<file path="src/sv/jtok_pkg.sv">
// ----------------------------------------------------------------------------
// jtok_pkg
// Shared types and constants for the JSON tokenizer: token kinds, the result
// bound per byte and the per-byte result bundle.
// ----------------------------------------------------------------------------
package jtok_pkg;

  typedef logic [3:0] kind_t;

  localparam kind_t K_LBRACE   = 4'd0;
  localparam kind_t K_RBRACE   = 4'd1;
  localparam kind_t K_LBRACKET = 4'd2;
  localparam kind_t K_RBRACKET = 4'd3;
  localparam kind_t K_COLON    = 4'd4;
  localparam kind_t K_STRCHAR  = 4'd5;
  localparam kind_t K_STREND   = 4'd6;
  localparam kind_t K_TRUE     = 4'd7;
  localparam kind_t K_NUMCHAR  = 4'd10;
  localparam kind_t K_INT_END  = 4'd11;
  localparam kind_t K_REAL_END = 4'd12;
  localparam kind_t K_DONE     = 4'd13;
  localparam kind_t K_ERROR    = 4'd14;

  localparam int unsigned MAX_RES = 3;

  // Up to three results per byte; a character value only ever rides in slot 0.
  typedef struct packed {
    logic [1:0]              cnt;
    logic [MAX_RES-1:0][3:0] kinds;
    logic [7:0]              chr;
  } jtok_bundle_t;

endpackage

</file>
<file path="src/sv/jtok_front.sv">
// ----------------------------------------------------------------------------
// jtok_front
// Lexer front end: takes one byte per transaction, updates the parse state and
// forms the bundle of results caused by that byte.
// ----------------------------------------------------------------------------
module jtok_front import jtok_pkg::*; (
  input  logic         clk,
  input  logic         rst_n,
  input  logic         accept,
  input  logic [7:0]   byte_value,
  input  logic         end_of_input,
  output jtok_bundle_t bundle,
  output logic         bundle_valid
);

  typedef enum logic [5:0] {
    M_SEARCH  = 6'b000001,
    M_IDLE    = 6'b000010,
    M_STRING  = 6'b000100,
    M_KEYWORD = 6'b001000,
    M_NUMBER  = 6'b010000,
    M_HALT    = 6'b100000
  } mode_t;

  typedef struct packed {
    mode_t      mode;
    logic [1:0] kw_kind;
    logic       emit;
    kind_t      kind;
  } idle_res_t;

  localparam logic [7:0] CH_SPACE = 8'h20;
  localparam logic [7:0] CH_COMMA = 8'h2C;
  localparam logic [7:0] CH_LF    = 8'h0A;
  localparam logic [7:0] CH_TAB   = 8'h09;
  localparam logic [7:0] CH_EOF   = 8'hFF;
  localparam logic [7:0] CH_LBRC  = 8'h7B;
  localparam logic [7:0] CH_RBRC  = 8'h7D;
  localparam logic [7:0] CH_LBRK  = 8'h5B;
  localparam logic [7:0] CH_RBRK  = 8'h5D;
  localparam logic [7:0] CH_COLON = 8'h3A;
  localparam logic [7:0] CH_QUOTE = 8'h22;
  localparam logic [7:0] CH_DOT   = 8'h2E;
  localparam logic [7:0] CH_T     = 8'h74;
  localparam logic [7:0] CH_F     = 8'h66;
  localparam logic [7:0] CH_N     = 8'h6E;
  localparam logic [7:0] CH_0     = 8'h30;
  localparam logic [7:0] CH_9     = 8'h39;

  localparam logic [1:0] KW_TRUE  = 2'd0;
  localparam logic [1:0] KW_FALSE = 2'd1;
  localparam logic [1:0] KW_NULL  = 2'd2;

  localparam logic [31:0] TXT_TRUE  = "true";
  localparam logic [39:0] TXT_FALSE = "false";
  localparam logic [31:0] TXT_NULL  = "null";

  function automatic logic [2:0] kw_len(input logic [1:0] kind);
    logic [2:0] l;
    case (kind)
      KW_TRUE:  l = 3'd4;
      KW_FALSE: l = 3'd5;
      KW_NULL:  l = 3'd4;
      default:  l = 3'd0;
    endcase
    return l;
  endfunction

  function automatic logic [7:0] kw_char(input logic [1:0] kind, input logic [2:0] pos);
    logic [7:0] c;
    c = 8'h00;
    case (kind)
      KW_TRUE: begin
        if (pos < 3'd4) c = TXT_TRUE[8*(3 - pos) +: 8];
      end
      KW_FALSE: begin
        if (pos < 3'd5) c = TXT_FALSE[8*(4 - pos) +: 8];
      end
      KW_NULL: begin
        if (pos < 3'd4) c = TXT_NULL[8*(3 - pos) +: 8];
      end
      default: c = 8'h00;
    endcase
    return c;
  endfunction

  function automatic logic is_digit(input logic [7:0] b);
    return (b >= CH_0) && (b <= CH_9);
  endfunction

  function automatic idle_res_t lex_idle(input logic [7:0] b, input logic [1:0] kw_in);
    idle_res_t r;
    r.mode    = M_IDLE;
    r.kw_kind = kw_in;
    r.emit    = 1'b0;
    r.kind    = K_ERROR;
    case (b)
      CH_SPACE, CH_COMMA, CH_LF, CH_TAB: begin
        r.emit = 1'b0;
      end
      CH_EOF: begin
        r.emit = 1'b1; r.kind = K_DONE; r.mode = M_HALT;
      end
      CH_LBRC:  begin r.emit = 1'b1; r.kind = K_LBRACE;   end
      CH_RBRC:  begin r.emit = 1'b1; r.kind = K_RBRACE;   end
      CH_LBRK:  begin r.emit = 1'b1; r.kind = K_LBRACKET; end
      CH_RBRK:  begin r.emit = 1'b1; r.kind = K_RBRACKET; end
      CH_COLON: begin r.emit = 1'b1; r.kind = K_COLON;    end
      CH_QUOTE: begin r.mode = M_STRING; end
      CH_T: begin r.mode = M_KEYWORD; r.kw_kind = KW_TRUE;  end
      CH_F: begin r.mode = M_KEYWORD; r.kw_kind = KW_FALSE; end
      CH_N: begin r.mode = M_KEYWORD; r.kw_kind = KW_NULL;  end
      default: begin
        r.emit = 1'b1;
        if (is_digit(b)) begin
          r.kind = K_NUMCHAR; r.mode = M_NUMBER;
        end else begin
          r.kind = K_ERROR; r.mode = M_HALT;
        end
      end
    endcase
    return r;
  endfunction

  mode_t      mode_r, mode_nxt;
  logic [1:0] kw_kind_r, kw_kind_nxt;
  logic [2:0] kw_pos_r, kw_pos_nxt;
  logic       has_chars_r, has_chars_nxt;
  logic       is_real_r, is_real_nxt;

  idle_res_t                ir;
  logic [1:0]               n;
  logic [MAX_RES-1:0][3:0]  k;
  logic [7:0]               chr;
  logic [2:0]               pos_inc;

  always_comb begin
    mode_nxt      = mode_r;
    kw_kind_nxt   = kw_kind_r;
    kw_pos_nxt    = kw_pos_r;
    has_chars_nxt = has_chars_r;
    is_real_nxt   = is_real_r;
    n             = 2'd0;
    k             = {MAX_RES{K_ERROR}};
    chr           = 8'h00;
    ir            = lex_idle(byte_value, kw_kind_r);
    pos_inc       = kw_pos_r + 3'd1;

    if (accept) begin
      case (mode_r)
        M_SEARCH: begin
          if (byte_value == CH_LBRC) begin
            k[n] = K_LBRACE; n = n + 2'd1;
            mode_nxt = M_IDLE;
          end
        end
        M_IDLE: begin
          if (ir.emit) begin
            k[n] = ir.kind; n = n + 2'd1;
          end
          if (ir.kind == K_NUMCHAR) chr = byte_value;
          mode_nxt    = ir.mode;
          kw_kind_nxt = ir.kw_kind;
          if (ir.mode == M_STRING)  has_chars_nxt = 1'b0;
          if (ir.mode == M_KEYWORD) kw_pos_nxt = 3'd1;
          if (ir.mode == M_NUMBER)  is_real_nxt = 1'b0;
        end
        M_STRING: begin
          if (byte_value == CH_QUOTE) begin
            if (has_chars_r) begin
              k[n] = K_STREND; n = n + 2'd1;
              mode_nxt = M_IDLE;
            end else begin
              k[n] = K_ERROR; n = n + 2'd1;
              mode_nxt = M_HALT;
            end
          end else begin
            k[n] = K_STRCHAR; n = n + 2'd1;
            chr = byte_value;
            has_chars_nxt = 1'b1;
          end
        end
        M_KEYWORD: begin
          if (kw_kind_r > KW_NULL || kw_pos_r >= kw_len(kw_kind_r) ||
              byte_value != kw_char(kw_kind_r, kw_pos_r)) begin
            k[n] = K_ERROR; n = n + 2'd1;
            mode_nxt = M_HALT;
          end else begin
            kw_pos_nxt = pos_inc;
            if (pos_inc == kw_len(kw_kind_r)) begin
              k[n] = K_TRUE + {2'b00, kw_kind_r}; n = n + 2'd1;
              mode_nxt = M_IDLE;
            end
          end
        end
        M_NUMBER: begin
          if (is_digit(byte_value)) begin
            k[n] = K_NUMCHAR; n = n + 2'd1;
            chr = byte_value;
          end else if (byte_value == CH_DOT) begin
            if (is_real_r) begin
              k[n] = K_ERROR; n = n + 2'd1;
              mode_nxt = M_HALT;
            end else begin
              k[n] = K_NUMCHAR; n = n + 2'd1;
              chr = byte_value;
              is_real_nxt = 1'b1;
            end
          end else begin
            k[n] = is_real_r ? K_REAL_END : K_INT_END; n = n + 2'd1;
            // terminating byte is lexed as between tokens; never a digit here
            if (ir.emit) begin
              k[n] = ir.kind; n = n + 2'd1;
            end
            mode_nxt    = ir.mode;
            kw_kind_nxt = ir.kw_kind;
            if (ir.mode == M_STRING)  has_chars_nxt = 1'b0;
            if (ir.mode == M_KEYWORD) kw_pos_nxt = 3'd1;
          end
        end
        default: mode_nxt = M_HALT;
      endcase

      if (end_of_input) begin
        if (mode_nxt == M_IDLE) begin
          k[n] = K_DONE; n = n + 2'd1;
        end else if (mode_nxt != M_HALT) begin
          k[n] = K_ERROR; n = n + 2'd1;
        end
        mode_nxt      = M_SEARCH;
        kw_kind_nxt   = KW_TRUE;
        kw_pos_nxt    = 3'd0;
        has_chars_nxt = 1'b0;
        is_real_nxt   = 1'b0;
      end
    end
  end

  always_ff @(posedge clk) begin
    if (!rst_n) begin
      mode_r      <= M_SEARCH;
      kw_kind_r   <= KW_TRUE;
      kw_pos_r    <= 3'd0;
      has_chars_r <= 1'b0;
      is_real_r   <= 1'b0;
    end else begin
      mode_r      <= mode_nxt;
      kw_kind_r   <= kw_kind_nxt;
      kw_pos_r    <= kw_pos_nxt;
      has_chars_r <= has_chars_nxt;
      is_real_r   <= is_real_nxt;
    end
  end

  assign bundle.cnt   = n;
  assign bundle.kinds = k;
  assign bundle.chr   = chr;
  assign bundle_valid = accept && (n != 2'd0);

endmodule

</file>
<file path="src/sv/jtok_queue.sv">
// ----------------------------------------------------------------------------
// jtok_queue
// Small bundle FIFO between the lexer front end and the result serializer.
// ----------------------------------------------------------------------------
module jtok_queue import jtok_pkg::*; #(
  parameter int unsigned DEPTH = 4
) (
  input  logic         clk,
  input  logic         rst_n,
  input  logic         push,
  input  jtok_bundle_t wdata,
  input  logic         pop,
  output jtok_bundle_t rdata,
  output logic         full,
  output logic         empty
);

  localparam int unsigned PW = $clog2(DEPTH);
  localparam int unsigned CW = $clog2(DEPTH + 1);
  localparam logic [PW-1:0] LAST_PTR = PW'(DEPTH - 1);
  localparam logic [CW-1:0] FULL_CNT = CW'(DEPTH);

  jtok_bundle_t mem_r [DEPTH];
  logic [PW-1:0] wr_ptr_r, wr_ptr_nxt;
  logic [PW-1:0] rd_ptr_r, rd_ptr_nxt;
  logic [CW-1:0] cnt_r, cnt_nxt;

  always_comb begin
    wr_ptr_nxt = wr_ptr_r;
    rd_ptr_nxt = rd_ptr_r;
    cnt_nxt    = cnt_r;
    if (push) wr_ptr_nxt = (wr_ptr_r == LAST_PTR) ? '0 : wr_ptr_r + 1'b1;
    if (pop)  rd_ptr_nxt = (rd_ptr_r == LAST_PTR) ? '0 : rd_ptr_r + 1'b1;
    if (push && !pop) cnt_nxt = cnt_r + 1'b1;
    else if (!push && pop) cnt_nxt = cnt_r - 1'b1;
  end

  always_ff @(posedge clk) begin
    if (!rst_n) begin
      wr_ptr_r <= '0;
      rd_ptr_r <= '0;
      cnt_r    <= '0;
    end else begin
      wr_ptr_r <= wr_ptr_nxt;
      rd_ptr_r <= rd_ptr_nxt;
      cnt_r    <= cnt_nxt;
    end
  end

  always_ff @(posedge clk) begin
    if (push) mem_r[wr_ptr_r] <= wdata;
  end

  assign rdata = mem_r[rd_ptr_r];
  assign full  = (cnt_r == FULL_CNT);
  assign empty = (cnt_r == '0);

endmodule

</file>
<file path="src/sv/jtok_back.sv">
// ----------------------------------------------------------------------------
// jtok_back
// Result serializer: walks the head bundle one result per transaction and
// releases it from the queue after its last result.
// ----------------------------------------------------------------------------
module jtok_back import jtok_pkg::*; (
  input  logic         clk,
  input  logic         rst_n,
  input  jtok_bundle_t head,
  input  logic         head_empty,
  input  logic         pop,
  output logic         head_pop,
  output logic [3:0]   token_kind,
  output logic [7:0]   char_value,
  output logic         last_of_run
);

  logic [1:0] idx_r, idx_nxt;
  logic       fire;

  assign fire        = pop && !head_empty;
  assign last_of_run = (idx_r == head.cnt - 2'd1);
  assign head_pop    = fire && last_of_run;
  assign token_kind  = head.kinds[idx_r];
  assign char_value  = (idx_r == 2'd0) ? head.chr : 8'h00;

  always_comb begin
    idx_nxt = idx_r;
    if (fire) idx_nxt = last_of_run ? 2'd0 : idx_r + 2'd1;
  end

  always_ff @(posedge clk) begin
    if (!rst_n) begin
      idx_r <= 2'd0;
    end else begin
      idx_r <= idx_nxt;
    end
  end

endmodule

</file>
<file path="src/sv/json_tokenizer_unit.sv">
// ----------------------------------------------------------------------------
// json_tokenizer_unit
// Byte-serial JSON lexer producing token events through queue-style ports.
// ----------------------------------------------------------------------------
// A byte is taken in every cycle in which in_push is high and the internal
// result queue has room (QDEPTH bundles); the lexer handles it in that same
// cycle. A byte gives zero to three results, and the serializer on the result
// side hands out one result per cycle while out_pop is high, so the sustained
// rate is one byte per cycle while bytes give at most one result each, and
// less for bytes giving more. A byte's results are queued before the ports.
module json_tokenizer_unit import jtok_pkg::*; #(
  parameter int unsigned QDEPTH = 4
) (
  input  logic       clk,
  input  logic       rst_n,
  input  logic       in_push,
  output logic       in_full,
  input  logic [7:0] in_byte_value,
  input  logic       in_end_of_input,
  output logic       out_empty,
  input  logic       out_pop,
  output logic [3:0] out_token_kind,
  output logic [7:0] out_char_value,
  output logic       out_last_of_run
);

  jtok_bundle_t fe_bundle, q_head;
  logic         fe_valid;
  logic         in_accept;
  logic         q_empty, q_full, q_pop;

  assign in_accept = in_push && !in_full;
  assign in_full   = q_full;
  assign out_empty = q_empty;

  jtok_front u_front (
    .clk          (clk),
    .rst_n        (rst_n),
    .accept       (in_accept),
    .byte_value   (in_byte_value),
    .end_of_input (in_end_of_input),
    .bundle       (fe_bundle),
    .bundle_valid (fe_valid)
  );

  jtok_queue #(.DEPTH(QDEPTH)) u_queue (
    .clk   (clk),
    .rst_n (rst_n),
    .push  (fe_valid),
    .wdata (fe_bundle),
    .pop   (q_pop),
    .rdata (q_head),
    .full  (q_full),
    .empty (q_empty)
  );

  jtok_back u_back (
    .clk         (clk),
    .rst_n       (rst_n),
    .head        (q_head),
    .head_empty  (q_empty),
    .pop         (out_pop),
    .head_pop    (q_pop),
    .token_kind  (out_token_kind),
    .char_value  (out_char_value),
    .last_of_run (out_last_of_run)
  );

  a_push_shows: assert property (@(posedge clk) disable iff (!rst_n)
    fe_valid |=> !out_empty)
    else $error("queued results not visible");

  a_char_kind: assert property (@(posedge clk) disable iff (!rst_n)
    (!out_empty && out_token_kind != K_STRCHAR && out_token_kind != K_NUMCHAR)
      |-> (out_char_value == 8'h00))
    else $error("char value on non-character token");

  a_term_last: assert property (@(posedge clk) disable iff (!rst_n)
    (!out_empty && (out_token_kind == K_DONE || out_token_kind == K_ERROR))
      |-> out_last_of_run)
    else $error("terminal token not last of run");

  a_kind_range: assert property (@(posedge clk) disable iff (!rst_n)
    !out_empty |-> (out_token_kind <= K_ERROR))
    else $error("token kind out of range");

endmodule
</file>
<file path="config.mk">
export PLATFORM = sky130hd
export DESIGN_NAME = json_tokenizer_unit
export DESIGN_NICKNAME = d
export VERILOG_FILES = /design/src/sv/jtok_pkg.sv /design/src/sv/jtok_front.sv /design/src/sv/jtok_queue.sv /design/src/sv/jtok_back.sv /design/src/sv/json_tokenizer_unit.sv
export SDC_FILE = /design/constraint.sdc
export NUM_CORES = 1
export LEC_CHECK = 0
export ABC_AREA = 1
export CAP_MARGIN = 20
export CELL_PAD_IN_SITES_DETAIL_PLACEMENT = 0
export CELL_PAD_IN_SITES_GLOBAL_PLACEMENT = 2
export CORE_AREA = 2 2 122 124
export DETAILED_ROUTE_END_ITERATION = 7
export DIE_AREA = 0 0 124 126
export DONT_BUFFER_PORTS = 1
export GPL_TIMING_DRIVEN = 0
export PLACE_DENSITY = 0.8
export SYNTH_ARGS = -nofsm -noshare
export SYNTH_HDL_FRONTEND = slang
export SYNTH_SLANG_ARGS = --single-unit
</file>
<file path="constraint.sdc">
create_clock -name clk -period 6.35 [get_ports clk]
set_clock_uncertainty 0.15 [all_clocks]
set_input_delay 0.3175 -clock clk [delete_from_list [all_inputs] [get_ports clk]]
set_output_delay 0.3175 -clock clk [all_outputs]
set_load 0.02 [all_outputs]
</file>
# ---- Word level (Yosys, flattened, before mapping)
# Memories as Yosys holds them, arrays and structs flattened. A register that Yosys moved wholly into a read port is not among the register bits.
# Cells that the tools add are included.
dict set report op_classes {
  addsub 11
  order_cmp 9
  n_eq_ne 40
  shift 3
  mux 103
  bitwise_logic 6
  reduce_logical 30
}
# cell count
set ops {}
lappend ops {{$mux 8} 12}
lappend ops {{$mux 6} 11}
lappend ops {{$shiftx 32x33->8 const A} 2}
lappend ops {{$mux 4} 15}
lappend ops {{$eq 8x7->1 const B} 7}
lappend ops {{$mux 12} 4}
lappend ops {{$pmux 8 s3} 2}
lappend ops {{$mux 3} 15}
lappend ops {{$eq 8x6->1 const B} 5}
lappend ops {{$shiftx 40x33->8 const A} 1}
lappend ops {{$mux 2} 17}
lappend ops {{$pmux 6 s5} 1}
lappend ops {{$pmux 4 s7} 1}
lappend ops {{$pmux 6 s4} 1}
lappend ops {{$pmux 4 s5} 1}
lappend ops {{$or 9x9->9} 2}
lappend ops {{$eq 8x4->1 const B} 2}
lappend ops {{$reduce_and 5->1} 3}
lappend ops {{$mux 1} 14}
lappend ops {{$eq 6x2->1 const B} 2}
lappend ops {{$eq 6x3->1 const B} 2}
lappend ops {{$eq 6x4->1 const B} 2}
lappend ops {{$eq 6x5->1 const B} 2}
lappend ops {{$ne 3x3->1 const B} 4}
lappend ops {{50 further kinds} 74}
dict set report word_totals {
  reg_bits 22
  ramBits 88
  inputBits 13
  out_inout_bits 15
  elab_cells 212
  memories 1
}
# name depth width rd rd_ports_with_merged_regs write_ports line_no
set memory_table {}
lappend memory_table {u_queue.mem_r 4 22 1 1 1 jtok_queue.sv:23} ;# jtok_bundle_t mem_r [DEPTH];

# ---- Depth between registers and ports, before layout
# Gate-level depths: netlist of run 1.
dict set report depth {
  word_depth 27
  depth_mapped 31
  depth_no_buf 30
}

# ---- By module
# Synthesis of run 1 repeated with hierarchy kept, for this count alone.
dict set report hier_totals {
  hier_cells 764
  hier_area_um2 6407.4
}
# mod instances cells_per_inst area_per_inst_um2 seq_area_each_um2
set by_module_without_submodules {}
lappend by_module_without_submodules {jtok_queue 1 272 3752.3 2822.7}
lappend by_module_without_submodules {jtok_front 1 429 2324.7 260.2}
lappend by_module_without_submodules {jtok_back 1 61 320.3 40.0}
lappend by_module_without_submodules {json_tokenizer_unit 1 2 10.0 0.0}

# ---- Worst setup path before layout of run 1
# Ideal clock, no wire load.
dict set report synth_path {
  path_kind {register to register}
  start {register u_front.kw_pos_r[1]}
  end {register u_queue.cnt_r[2]}
  setup_ps 122
  arrival_time_ps 3575
  required_time_ps 6078
  slack_ps 2503
  path_stages_with_launch 30
  path_buffers 0
  period_less_slack_ps 3847
  path_cell_list {dfxtp_1 > inv_1 > ha_1 > ha_1 > inv_1 > nand2_1 > inv_1 > nand3_1 > nand2_1 > nand2_1 > nand2_1 > nand2_1 > nand3_1 > nor2_4 > nand3_1 > nand2_2 > nand2_4 > clkinv_2 > ha_1 > inv_1 > nand4_1 > nand3_4 > nand2_4 > ha_1 > inv_1 > fa_1 > a21oi_1 > o21ai_0 > o21ai_0 > a21oi_1}
}
dict set report synth_between {
  elab_chain_cells 21
  word_cells_on_any_way 41
  classes_between {4 x add/sub; 3 x order compare; 4 x eq/ne; 3 x shift; 19 x mux; 8 x reduce/logical}
}
# item line_no
set synth_lines {}
lappend synth_lines {{start, declared} jtok_front.sv:127} ;# logic [2:0] kw_pos_r, kw_pos_nxt;
lappend synth_lines {{start signal, assigned} jtok_front.sv:249} ;# kw_pos_r <= kw_pos_nxt;
lappend synth_lines {{$sub 3x3->4 or $sub 2x3->4 (tied branches)} {jtok_front.sv:77, jtok_front.sv:74, jtok_front.sv:80}}
lappend synth_lines {{$shiftx 40x33->8 (tied with other cells)} jtok_front.sv:77} ;# if (pos < 3'd5) c = TXT_FALSE[8*(4 - pos) +: 8];
lappend synth_lines {{$mux 8, on equally long branches} {jtok_front.sv:77, jtok_front.sv:74, jtok_front.sv:80}}
lappend synth_lines {{$pmux 8 s3} jtok_front.sv:72} ;# case (kind)
lappend synth_lines {{$mux 8} jtok_front.sv:150} ;# case (mode_r)
lappend synth_lines {{$mux 8} jtok_front.sv:149} ;# if (accept) begin
lappend synth_lines {{$ne 8x8->1} jtok_front.sv:185} ;# byte_value != kw_char(kw_kind_r, kw_pos_r)) begin
lappend synth_lines {{$logic_or 1x1->1} jtok_front.sv:184} ;# if (kw_kind_r > KW_NULL || kw_pos_r >= kw_len(kw_kind_r) ||
lappend synth_lines {{[6 not listed]} -}
lappend synth_lines {{$mux 2 *} jtok_front.sv:224} ;# if (end_of_input) begin
lappend synth_lines {{$mux 2 *} jtok_front.sv:149}
lappend synth_lines {{$reduce_bool 2->1 *} jtok_front.sv:258} ;# assign bundle_valid = accept && (n != 2'd0);
lappend synth_lines {{$logic_and 1x1->1 *} jtok_front.sv:258}
lappend synth_lines {{via fe_valid} json_tokenizer_unit.sv:28} ;# logic fe_valid;
lappend synth_lines {{$logic_not 1->1} jtok_queue.sv:35} ;# else if (!push && pop) cnt_nxt = cnt_r - 1'b1;
lappend synth_lines {{$logic_and 1x1->1} jtok_queue.sv:35}
lappend synth_lines {{$reduce_bool 2->1 (no source line)} -}
lappend synth_lines {{end signal, assigned} jtok_queue.sv:46} ;# cnt_r <= cnt_nxt;
lappend synth_lines {{end, declared} jtok_queue.sv:26} ;# logic [CW-1:0] cnt_r, cnt_nxt;
# Mark *: on every way through the listed nets, which the timed path passes. The rest lies on a longest branch. The select of a mux whose other input is x is not followed.
# A chain may end at the register's enable or synchronous reset.

# ---- Worst setup path after layout of run 1
# Ends and elaborated chain as after synthesis.

==> results.md, run 1 <==
- Cell variety after synth: 45
- Critical path class: reg2reg
- GPL Wtd Cong: a little under 0.9
- Final setup vio count: 0
- Design Area, Final: 6494 sq um
- Number of buffers added on ports: 0
- Unrepaired setup endpoints after global routing: no
- Slew margin rel.: between 50% and 60%
- Leading cell type in the layout, fill and taps excluded: nand2_1
- Worst VDD drop: ~0.00013 V
- Via count: 4684
- Lkg Pwr: 0.002681 uW
- TritonCTS buffer count: 9
- Post-cts sizing count: 0
- Die Wd: 124 microns
- Via-per-instance ratio: 5.153
- Register area share after synthesis: between 40% and 50%
- DR DRC count: 0
- WL final: 15520 microns
- Hold crit path type: in2reg
- Starting Density: 41.06%
- Grt ovf: 0
- Crit start category: flop
- Critical Path AT: 4.45 ns
- Detailed placement HPWL: 11760 microns
- IO Pins: 28
- Synthesis-to-finish area growth: 10.50%
- Status: complete, no violations
- Layout Cells excl Fill: roughly 910
- Final antenna diode count: 0
- Slew @ Worst Pin: just under 0.7 ns
- Req. time, crit path: between 6 and 7 ns
- Hold-fix buffers at CTS: 0
- Fmax: ~0.23 GHz
- Htree depth: 3
- Post-CTS Setup Inserts: 0
- Clock tree sinks: 104
- DR pass1 iterations: 5
- Initial antenna violation count: 0
- Largest net degree at the start of global routing: 19
- Die Height: about 130 microns
- Vias in the first global route: 4670
- Die area: about 16000 sq um
- Post-synth top flop: edfxtp_1
- Fin crit share: between 60% and 70%
- Avg Cell Area, Syn: about 8.3 sq um
- Most used cell, CP: nand2_1
- Final slew viol count: 0
- Row Count: 44
- Async S/R FF share, synth: 0%
- Setup TNS Final: 0 ns
- Placed cell area: 6180 sq um
- Hold slack: 0.09195 ns
- Maxcap violations: 0
- Maximum clock path buffer count: 2
- Synth warn: 0
- Pwr dens: 321.9 nW/um^2
- CTS tree: done
- Worst-Skew Late Latency: 0.35 ns
- Fin. Hold Viols: 0
- Commonest cells after routing, fill and taps aside: nand2_1 (131), nor2_1 (101), inv_1 (83)
- DR iter-0 viols: 237
- Slowest-stage cell, CP: dfxtp_1
- CP max FO: 8
- Worst setup EP type: flop
- Syn Inst Count: 705
- Wire length of the first global-routing pass: 24830 microns
- Area of the core: around 14000 sq um
- Drt wl/cell: 17.08 microns
- Clock root buffer: clkbuf_16
- Post-Synthesis Net Count: 739
- Syn Std Cell Area: 5877 sq um
- Placed insts: 893
- NumNets Final: about 750
- Number of flops mapped to enable cells by yosys: 80
- GRT Overall Usage: 20.89%
- Synth Register Bits: 104
- Crit-path max cell delay: about 0.55 ns
- Clock Pin Slew Worst Setup and Hold Paths: 0.08 ns
- Post-route ant nets: 0
- Final Critical Period: 4.360 ns
- Fraction of layout cells with a size suffix above 1: a little under a tenth
cell families (layout without fill, tap and decap cells):
kind of cell / after synthesis / count (layout) / synth area share [%]
simple gates: 335 / 335 / 25.85
compound gates: 127 / 127 / 12.48
buf+inv: 115 / 135 / 7.579
flops: 104 / 104 / 49.05
fa+ha+maj: 21 / 21 / 4.599
xor+xnor: 3 / 3 / 0.4472
sequential cells by signal (all words and copies together), names as in the netlist, named ones only:
name and cells:
u_queue.wr_ptr_r 2, u_front.is_real_r 1, u_front.kw_kind_r 2, u_back.idx_r 2
u_front.kw_pos_r 3, u_front.has_chars_r 1, u_queue.cnt_r 3, u_front.mode_r 6
u_queue.rd_ptr_r 2, u_queue.mem_r 80
cell usage after synthesis (2+ instances only):
cell type	count	area, sq um
a211oi_1	7	52.55
a21oi_1	36	180.2
a31oi_1	2	12.51
a41oi_1	2	17.52
buf_2	3	15.01
clkbuf_1	16	60.06
clkinv_1	3	11.26
dfxtp_1	24	480.5
edfxtp_1	80	2402
ha_1	20	250.2
inv_1	83	311.6
inv_2	6	22.52
nand2_1	131	491.7
nand2_2	5	31.28
nand2_4	2	22.52
nand3_1	47	235.2
nand3_2	3	30.03
nand3_4	2	35.03
nand4_1	9	56.30
nand4_2	3	37.54
nor2_1	101	379.1
nor2_2	13	81.33
nor2_4	2	22.52
nor3_1	12	60.06
o211ai_1	5	37.54
o21ai_0	53	265.3
o21ai_1	5	25.02
o21ai_2	2	17.52
o221ai_1	3	26.28
o22ai_1	7	43.79
or2_2	2	12.51
xor2_1	3	26.28
final timing paths:
path | slack [ns] | from | end | cells after the start
setup / recovery | 1.99 | u_front.kw_pos_r[1] | u_queue.cnt_r[2] | 30
hold / removal | 0.09 | in_byte_value[4] | u_queue.mem_r[3][4] | 2
setup reg to reg | 1.99 | u_front.kw_pos_r[1] | u_queue.cnt_r[2] | 30
hold reg to reg | 0.35 | u_queue.cnt_r[0] | u_queue.cnt_r[0] | 1
layout make-up:
cell class / count / area, sq um
inverters: 93 / 350.3
multi-input cells: 486 / 2549
plain buffers: 22 / 95.09
repair buffers: 4 / 72.57
flip-flops and latches: 104 / 2883
clock inverters: 6 / 75.07
clock buffers: 10 / 239.0
well taps: 184 / 230.2
fillers: 1445 / 7820
through the flow:
step	setup slack, ns	power, uW	util (%)
after global routing	1.607	2221	45.37
after CTS	1.949	2110	45.37
after global placement	1.685	1512	42.67
after floorplan	2.503	1345	-
final	1.990	2090	45.37
after detailed placement	1.948	1534	43.17
routing by layer:
metal | GRT usage [%] | share of wire [%] | wire length, microns
met1 | 27.53 | 47 | 7348
met2 | 35.91 | 49 | 7565
met3 | 3.442 | 2.5 | 393
met4 | 4.759 | 1.4 | 216
met5 | 0 | 0 | 0
report_power, final:
part | internal (uW) | total (uW) | switching [uW]
Clock | 322 | 576 | 254
Sequential | 788 | 825 | 36.6
Combinational | 182 | 690 | 507
Total | 1290 | 2090 | 798
critical path, delay by kind of cell, from the launching register on:
kind	cells	cell delay, ns
AND/OR/NAND/NOR	16	1.52
adder cells (fa/ha/maj)	5	1.13
flip-flops	1	0.55
AO/OA/AOI/OAI	4	0.48
buffers and inverters	5	0.39
(Power assumes the default switching activity.)
==> run 2: changes to the inputs <==
- CORE_AREA: 2 2 122 124 -> 2 2 126 128
- DIE_AREA: 0 0 124 126 -> 0 0 128 130
- PLACE_DENSITY: 0.8 -> 0.75
- clock period: 6.35 -> 4.2 ns (I/O delays scaled with it)
==> results.md, run 2 (synthesis gave the netlist of run 1 again) <==
- Post-route ant nets: 0
- Slew @ Worst Pin: 0.6330 ns
- Worst-Skew Late Latency: 0.35 ns
- Starting Density: 38.10%
- Req. time, crit path: roughly 4.3 ns
- DR iter-0 viols: 349
- WL final: between 15000 and 20000 microns
- DR pass1 iterations: 5
- Synthesis-to-finish area growth: 12.56%
- Buf+Inv Stages, Crit Path: 6
- CP max FO: 5
- Die Height: 130 microns
- Crit path max-delay family: simple AND/OR/NAND/NOR gates
- Htree depth: 3
- Number of buffers added on ports: 0
- GRT Overall Usage: 20.10%
- Lkg Pwr: 0.002715 uW
- Status: complete, no violations
- Largest net degree at the start of global routing: 19
- Detailed placement HPWL: 12290 microns
- Fraction of layout cells with a size suffix above 1: 12.57%
- Biggest regs: u_queue.mem_r x80, u_front.mode_r x6
- Area of the core: 15420 sq um
- Unrepaired setup endpoints after global routing: no
- Fmax: 0.2561 GHz
- Fin crit share: 92.97%
- Slew margin rel.: 57.80%
- Hold slack: 0.004356 ns
- Dpl ws: -0.2441 ns
- Initial antenna violation count: 0
- Die area: 16640 sq um
- Layout Cells excl Fill: 924
- Worst VDD drop: 0.0003212 V
- Worst setup EP type: flop
- Fill cell count: 1548
- Maxcap violations: 0
- Row Count: 46
- Vias in the first global route: around 4600
- Crit start category: flop
- CTS tree: done
- Crit-path max cell delay: ~0.44 ns
- Final antenna diode count: 0
- Critical Path AT: 4.01 ns
- Maximum clock path buffer count: 2
- DR DRC count: 0
- Setup slack after layout: just under 0.3 ns
- Biggest register: u_queue.mem_r
- GPL Wtd Cong: 0.9084
- Max reg flops: 80
- Pwr Total: 3175 uW
- Most used cell, CP: nand2_2
- Critical path class: reg2reg
- IO Pins: 28
- Grt ovf: 0
- Placed insts: 901
- Sequential cell area: 2888 sq um
- Wire length of the first global-routing pass: ~26000 microns
- Pwr dens: 480.0 nW/um^2
- Final Critical Period: ~3.9 ns
- NumNets Final: approximately 760
- Final setup vio count: 0
- Leading cell type in the layout, fill and taps excluded: nand2_1
- Commonest cells after routing, fill and taps aside: nand2_1 (127), nor2_1 (100), inv_1 (80), edfxtp_1 (80), o21ai_0 (50)
- Die Wd: roughly 130 microns
- Clock tree sinks: about 100
- Via count: 4789
- Clock Pin Slew Worst Setup and Hold Paths: roughly 0.070 ns
- Hold crit path type: in2reg
- Footprint of the multi-input gates: 2610 sq um
- Fin. Hold Viols: 0
- Via-per-instance ratio: roughly 5.2
- Final slew viol count: 0
- Slowest-stage cell, CP: fa_2
- TritonCTS buffer count: 9
- Clock root buffer: clkbuf_16
- Drt wl/cell: 17.40 microns
## run 2: cell count changes in the layout (fill, tap and decap cells not counted), sizes merged
| cell | before | now |
|---|---|---|
| clkinv | 4 | 7 |
| buf | 9 | 15 |
| bufinv | 1 | 0 |
| dlygate4sd3 | 0 | 1 |
| clkinvlp | 3 | 1 |
## run 2: layout make-up
cell class / count / area share (%)
plain buffers: 22 / 1.437
clock buffers: 10 / 3.613
clock inverters: 6 / 0.7944
inverters: 93 / 5.296
multi-input cells: 486 / 39.46
flip-flops and latches: 104 / 43.65
well taps: 192 / 3.632
repair buffers: 11 / 2.118
## run 2: metrics by stage
| stage | cell area, sq um | util (%) | setup TNS, ns |
|---|---|---|---|
| final | 6615 | 42.89 | 0 |
| after global routing | 6615 | 42.89 | 0 |
| after CTS | 6525 | 42.30 | 0 |
| after detailed placement | 6202 | 40.21 | -8.353 |
| after global placement | 6117 | 39.66 | -36.68 |
| after floorplan | 5877 | - | 0 |
## run 2: where the power goes
group          switching [uW]  internal (uW)
sequential               54.0           1190
combinational             798            312
clock                     391            428
total                    1240           1930
## run 2: path summary, 6_finish.rpt
check	cells after the start	to	startpoint	slack [ns]
setup / recovery	29	u_queue.cnt_r[1]	u_front.kw_pos_r[0]	0.30
hold / removal	2	u_queue.mem_r[3][2]	in_byte_value[2]	0.004
setup reg to reg	29	u_queue.cnt_r[1]	u_front.kw_pos_r[0]	0.30
hold reg to reg	2	flop	u_queue.rd_ptr_r[1]	0.36
## run 2: worst reg2reg max path: cells and delay by family, from the launching register on
kind	cells	cell delay (ns)
adder cells (fa/ha/maj)	5	1.26
buffers and inverters	6	0.47
flip-flops	1	0.33
AND/OR/NAND/NOR	17	1.49
AO/OA/AOI/OAI	1	0.12
## run 2: what timing repair did
| action | CTS | global route |
|---|---|---|
| pin swaps | 0 | 10 |
| gates cloned | 0 | 0 |
| gates resized for setup | 7 | 17 |
| hold buffers | 1 | 0 |
| buffers inserted | 0 | 6 |
| endpoints found under the hold margin | 4 | 0 |
| endpoints found under the setup margin | 70 | 52 |
## run 2: layer usage
metal | up-vias | GRT usage (%) | routed length (microns)
met2 | 84 | 34.16 | 7829
met3 | 17 | 3.444 | 466
met4 | 0 | 5.624 | 258
met5 | - | 0 | 0
li1 | 2421 | - | -
met1 | 2267 | 26.66 | 7524
